### config.mk
export PLATFORM = sky130hd
export DESIGN_NAME = ncpa_dist_unit
export DESIGN_NICKNAME = d
export VERILOG_FILES = /design/src/design/ncpa_pkg.sv /design/src/design/ncpa_dist_unit.sv
export SDC_FILE = /design/constraint.sdc
export NUM_CORES = 1
export LEC_CHECK = 0
export ABC_AREA = 1
export BUFFER_PORTS_ARGS = -buffer_cell sky130_fd_sc_hd__buf_4
export CORE_AREA = 2 2 76 78
export DETAILED_ROUTE_END_ITERATION = 16
export DIE_AREA = 0 0 78 80
export PLACE_DENSITY = 0.87
export SLEW_MARGIN = 20
export SYNTH_ARGS = -nofsm -noshare
export SYNTH_HDL_FRONTEND = slang
export SYNTH_SLANG_ARGS = --single-unit
### constraint.sdc
create_clock -name vclk -period 7.6
set_input_delay 0.76 -clock vclk [all_inputs]
set_output_delay 0.76 -clock vclk [all_outputs]
set_load 0.1 [all_outputs]
### src/design/ncpa_pkg.sv
package ncpa_pkg;

   localparam int PALETTE_SIZE_DEFAULT = 256;

   localparam int COLOUR_W   = 8;
   localparam int DIST_W     = 10;
   localparam int KIND_W     = 2;
   localparam int OUTCOME_W  = 2;
   localparam int PEN_W      = 8;
   localparam int COUNT_IN_W = 9;

   localparam logic [DIST_W-1:0] TOLERANCE_RESET = 10'd3;

   localparam logic [KIND_W-1:0] KIND_PRELOAD   = 2'd0;
   localparam logic [KIND_W-1:0] KIND_SET_COUNT = 2'd1;
   localparam logic [KIND_W-1:0] KIND_MATCH     = 2'd2;

   localparam logic [OUTCOME_W-1:0] OUTCOME_EXACT = 2'd0;
   localparam logic [OUTCOME_W-1:0] OUTCOME_CLOSE = 2'd1;
   localparam logic [OUTCOME_W-1:0] OUTCOME_NEW   = 2'd2;
   localparam logic [OUTCOME_W-1:0] OUTCOME_FULL  = 2'd3;

   typedef struct packed {
      logic [COLOUR_W-1:0] red;
      logic [COLOUR_W-1:0] green;
      logic [COLOUR_W-1:0] blue;
   } rgb_type;

   localparam int RGB_W = $bits(rgb_type);

endpackage

### src/design/ncpa_dist_unit.sv
module ncpa_dist_unit (
   input  ncpa_pkg::rgb_type             colour,
   input  ncpa_pkg::rgb_type             entry,
   output logic [ncpa_pkg::DIST_W-1:0]   distance
);

   import ncpa_pkg::*;

   logic [COLOUR_W-1:0] diff_r;
   logic [COLOUR_W-1:0] diff_g;
   logic [COLOUR_W-1:0] diff_b;

   always_comb begin
      diff_r = (colour.red > entry.red) ? colour.red - entry.red : entry.red - colour.red;
      diff_g = (colour.green > entry.green) ? colour.green - entry.green
                                            : entry.green - colour.green;
      diff_b = (colour.blue > entry.blue) ? colour.blue - entry.blue
                                          : entry.blue - colour.blue;
      distance = DIST_W'(diff_r) + DIST_W'(diff_g) + DIST_W'(diff_b);
   end

endmodule

==> metrics <==
status finished, final reports clean; Worst Setup Slack, final between 2000 and 2500 ps; post-CTS sizing 0; achievable frequency 189.0 MHz; most used cell, CP nand2_1; setup TNS 0 ps; Final setup viols 0; Startpoint Class input port; Initial Util between 50% and 60%; CP endpoint distance[9]; Synth Instances 504; First-pass DRT Iterations 5; Min-Delay Path Class input port to primary output; largest net degree at the start of global routing 13; antenna viol nets, final 0; WHS approximately 2400 ps; global-route wire length before repair ~12 mm; register area share after synthesis 0%; area delta synth->final 16.03%; GRT Total Usage a little over a fifth; DR WL/cell 10.18 um; CP arrival 4530 ps; Yosys cell types 28; largest cells by area after synthesis ha_1 22%, nand2_1 19%, inv_1 16%; Tmin final 5292 ps; initial drt markers about 160; Util after Layout a little over three fifths; unrepaired setup endpoints after global routing no; worst-path maximum fanout 12; Period Utilization, post-route about 70%; Synth top area share between 20% and 30%; RD Place Congestion just over 0.9; Storage cell area 0 um^2; vias in the first global route 2,923; Synthesis Warnings 0; Synth Area per Inst a little under 6 um^2; Hold Vio Cnt, Final 0; I/O pin count 58; Inst Count DP between 600 and 700; max incr delay on CP ~460 ps; final WL 6.365 mm; Hold Buf Count CTS 0; pwr/cell area approximately 380 nW/um^2; Relative slew margins approximately 75%; max-cap viol count 0; worst path required time 6840 ps; Chip Height approximately 80 um; Critical path origin colour[8]; Vias between 3,000 and 4,000; DIE AREA ~6200 um^2; leakage about 0.0022 uW; core box area between 5000 and 6000 um^2; vias per std cell slightly below 5; postcts setup bufs 0; synthesized area roughly 2900 um^2; IO buf count just under 60; worst vdd ir 0.001167 V; max-slew violation count 0; Chip Width between 70 and 80 um; Crit Path Category input port to primary output; Clock Buffer Count 0; initial antenna violation count 0; Tightest Pin Transition 368.0 ps; Antenna Cells 0; final cell count without fillers between 600 and 700; Post-Place Setup Slack 2340 ps; global route overflow 0; area leader, netlist ha_1; Layout Nets 670; slowest stage cell, crit path fa_1; Mapped Nets around 620; Final HPWL DP around 5.7 mm; # DRC 0; Critical Path End Type primary output; Seq Cell Count 0; Cell Rows 27; CP cell instances buf_4, inv_1, ha_1, inv_1, fa_1, nand3_1, nand2_1, nand2_1, nand2_1, nand2_1, nand2_1, o21ai_1, fa_1, inv_1, ha_1, inv_1, fa_1, o21ai_0, nand2_1, nand2_1, a21oi_1, nor2_1, buf_4; layout cells sized above 1 between 10% and 20%
[through the flow]
stage	total power (uW)	instance area [um^2]
floorplan	1036	2928
global placement	1256	3397
detailed placement	1274	3397
CTS	1276	3397
global route	1374	3397
finish	1278	3397
[cell usage in the layout (no fill, tap or decap)]
cell      count
o21ai_2       6
nand3b_1      1
nand2_2       3
or2_1         2
nand3_1      49
xor2_1       15
or2_2         1
nand4_1       7
inv_1       128
fa_1         15
o21ai_0       6
o21bai_1      2
ha_1         52
nor3_1        1
buf_4        58
nand2_4       1
nor2_1       18
xnor2_1       6
inv_2         1
o211ai_1      1
nor2_2        1
a21o_1        4
o21ai_1       6
a21oi_1      21
nand2_1     147
a31oi_1       1
[Yosys cell counts, types with 2 or more instances]
| master | instances |
|---|---|
| nor2_1 | 18 |
| fa_1 | 15 |
| o21ai_2 | 6 |
| ha_1 | 52 |
| a21oi_1 | 21 |
| xnor2_1 | 6 |
| or2_1 | 2 |
| buf_2 | 6 |
| nand2_1 | 147 |
| buf_4 | 2 |
| a21o_1 | 4 |
| o21ai_0 | 6 |
| nand3_1 | 49 |
| o21bai_1 | 2 |
| xor2_1 | 15 |
| inv_1 | 128 |
| nand4_1 | 7 |
| o21ai_1 | 6 |
| nand2_2 | 3 |
[cells by family after synthesis]
group                    after synthesis  synth area share [%]
XOR/XNOR                              21                 6.282
AND/OR/NAND/NOR                      231                 33.33
buffers and inverters                138                 18.46
AO/OA/AOI/OAI                         47                 9.445
adder cells (fa/ha/maj)               67                 32.48
[worst max-delay path, delay by kind of cell]
kind / cells / cell delay (ps)
AO/OA/AOI/OAI: 3 / 480
adder cells (fa/ha/maj): 5 / 1560
buffers and inverters: 6 / 650
AND/OR/NAND/NOR: 9 / 1050
[worst min path at each step]
stage                  endpoint  slack [ps]       start  cells past startpoint
floorplan           distance[9]        2460  colour[23]                      7
global placement    distance[0]        2360   entry[16]                      5
detailed placement  distance[0]        2360    entry[8]                      5
CTS                 distance[0]        2370    entry[8]                      5
global route        distance[0]        2400    entry[8]                      5
finish              distance[0]        2360    entry[8]                      5
[layout make-up]
class / instances / area [um^2]
multi-input combinational: 366 / 2387
tap: 72 / 90.09
timing repair buffer: 58 / 435.4
fill: 517 / 2008
inverter: 129 / 484.2
[where the power goes]
part | total (uW) | switching, uW | internal (uW)
Combinational | 1280 | 968 | 311
Sequential | 0 | 0 | 0
Clock | 0 | 0 | 0
Total | 1280 | 968 | 311
[routing by layer]
metal	wire (um)	share of wire (%)	up-vias	track usage, %
li1	-	-	1630	-
met4	58	0.91	0	2.982
met2	3087	48	67	40.86
met1	2983	47	1306	27.60
met5	0	0	-	0
met3	235	3.7	6	1.244
No activity file was read; power rests on OpenSTA's default activity.
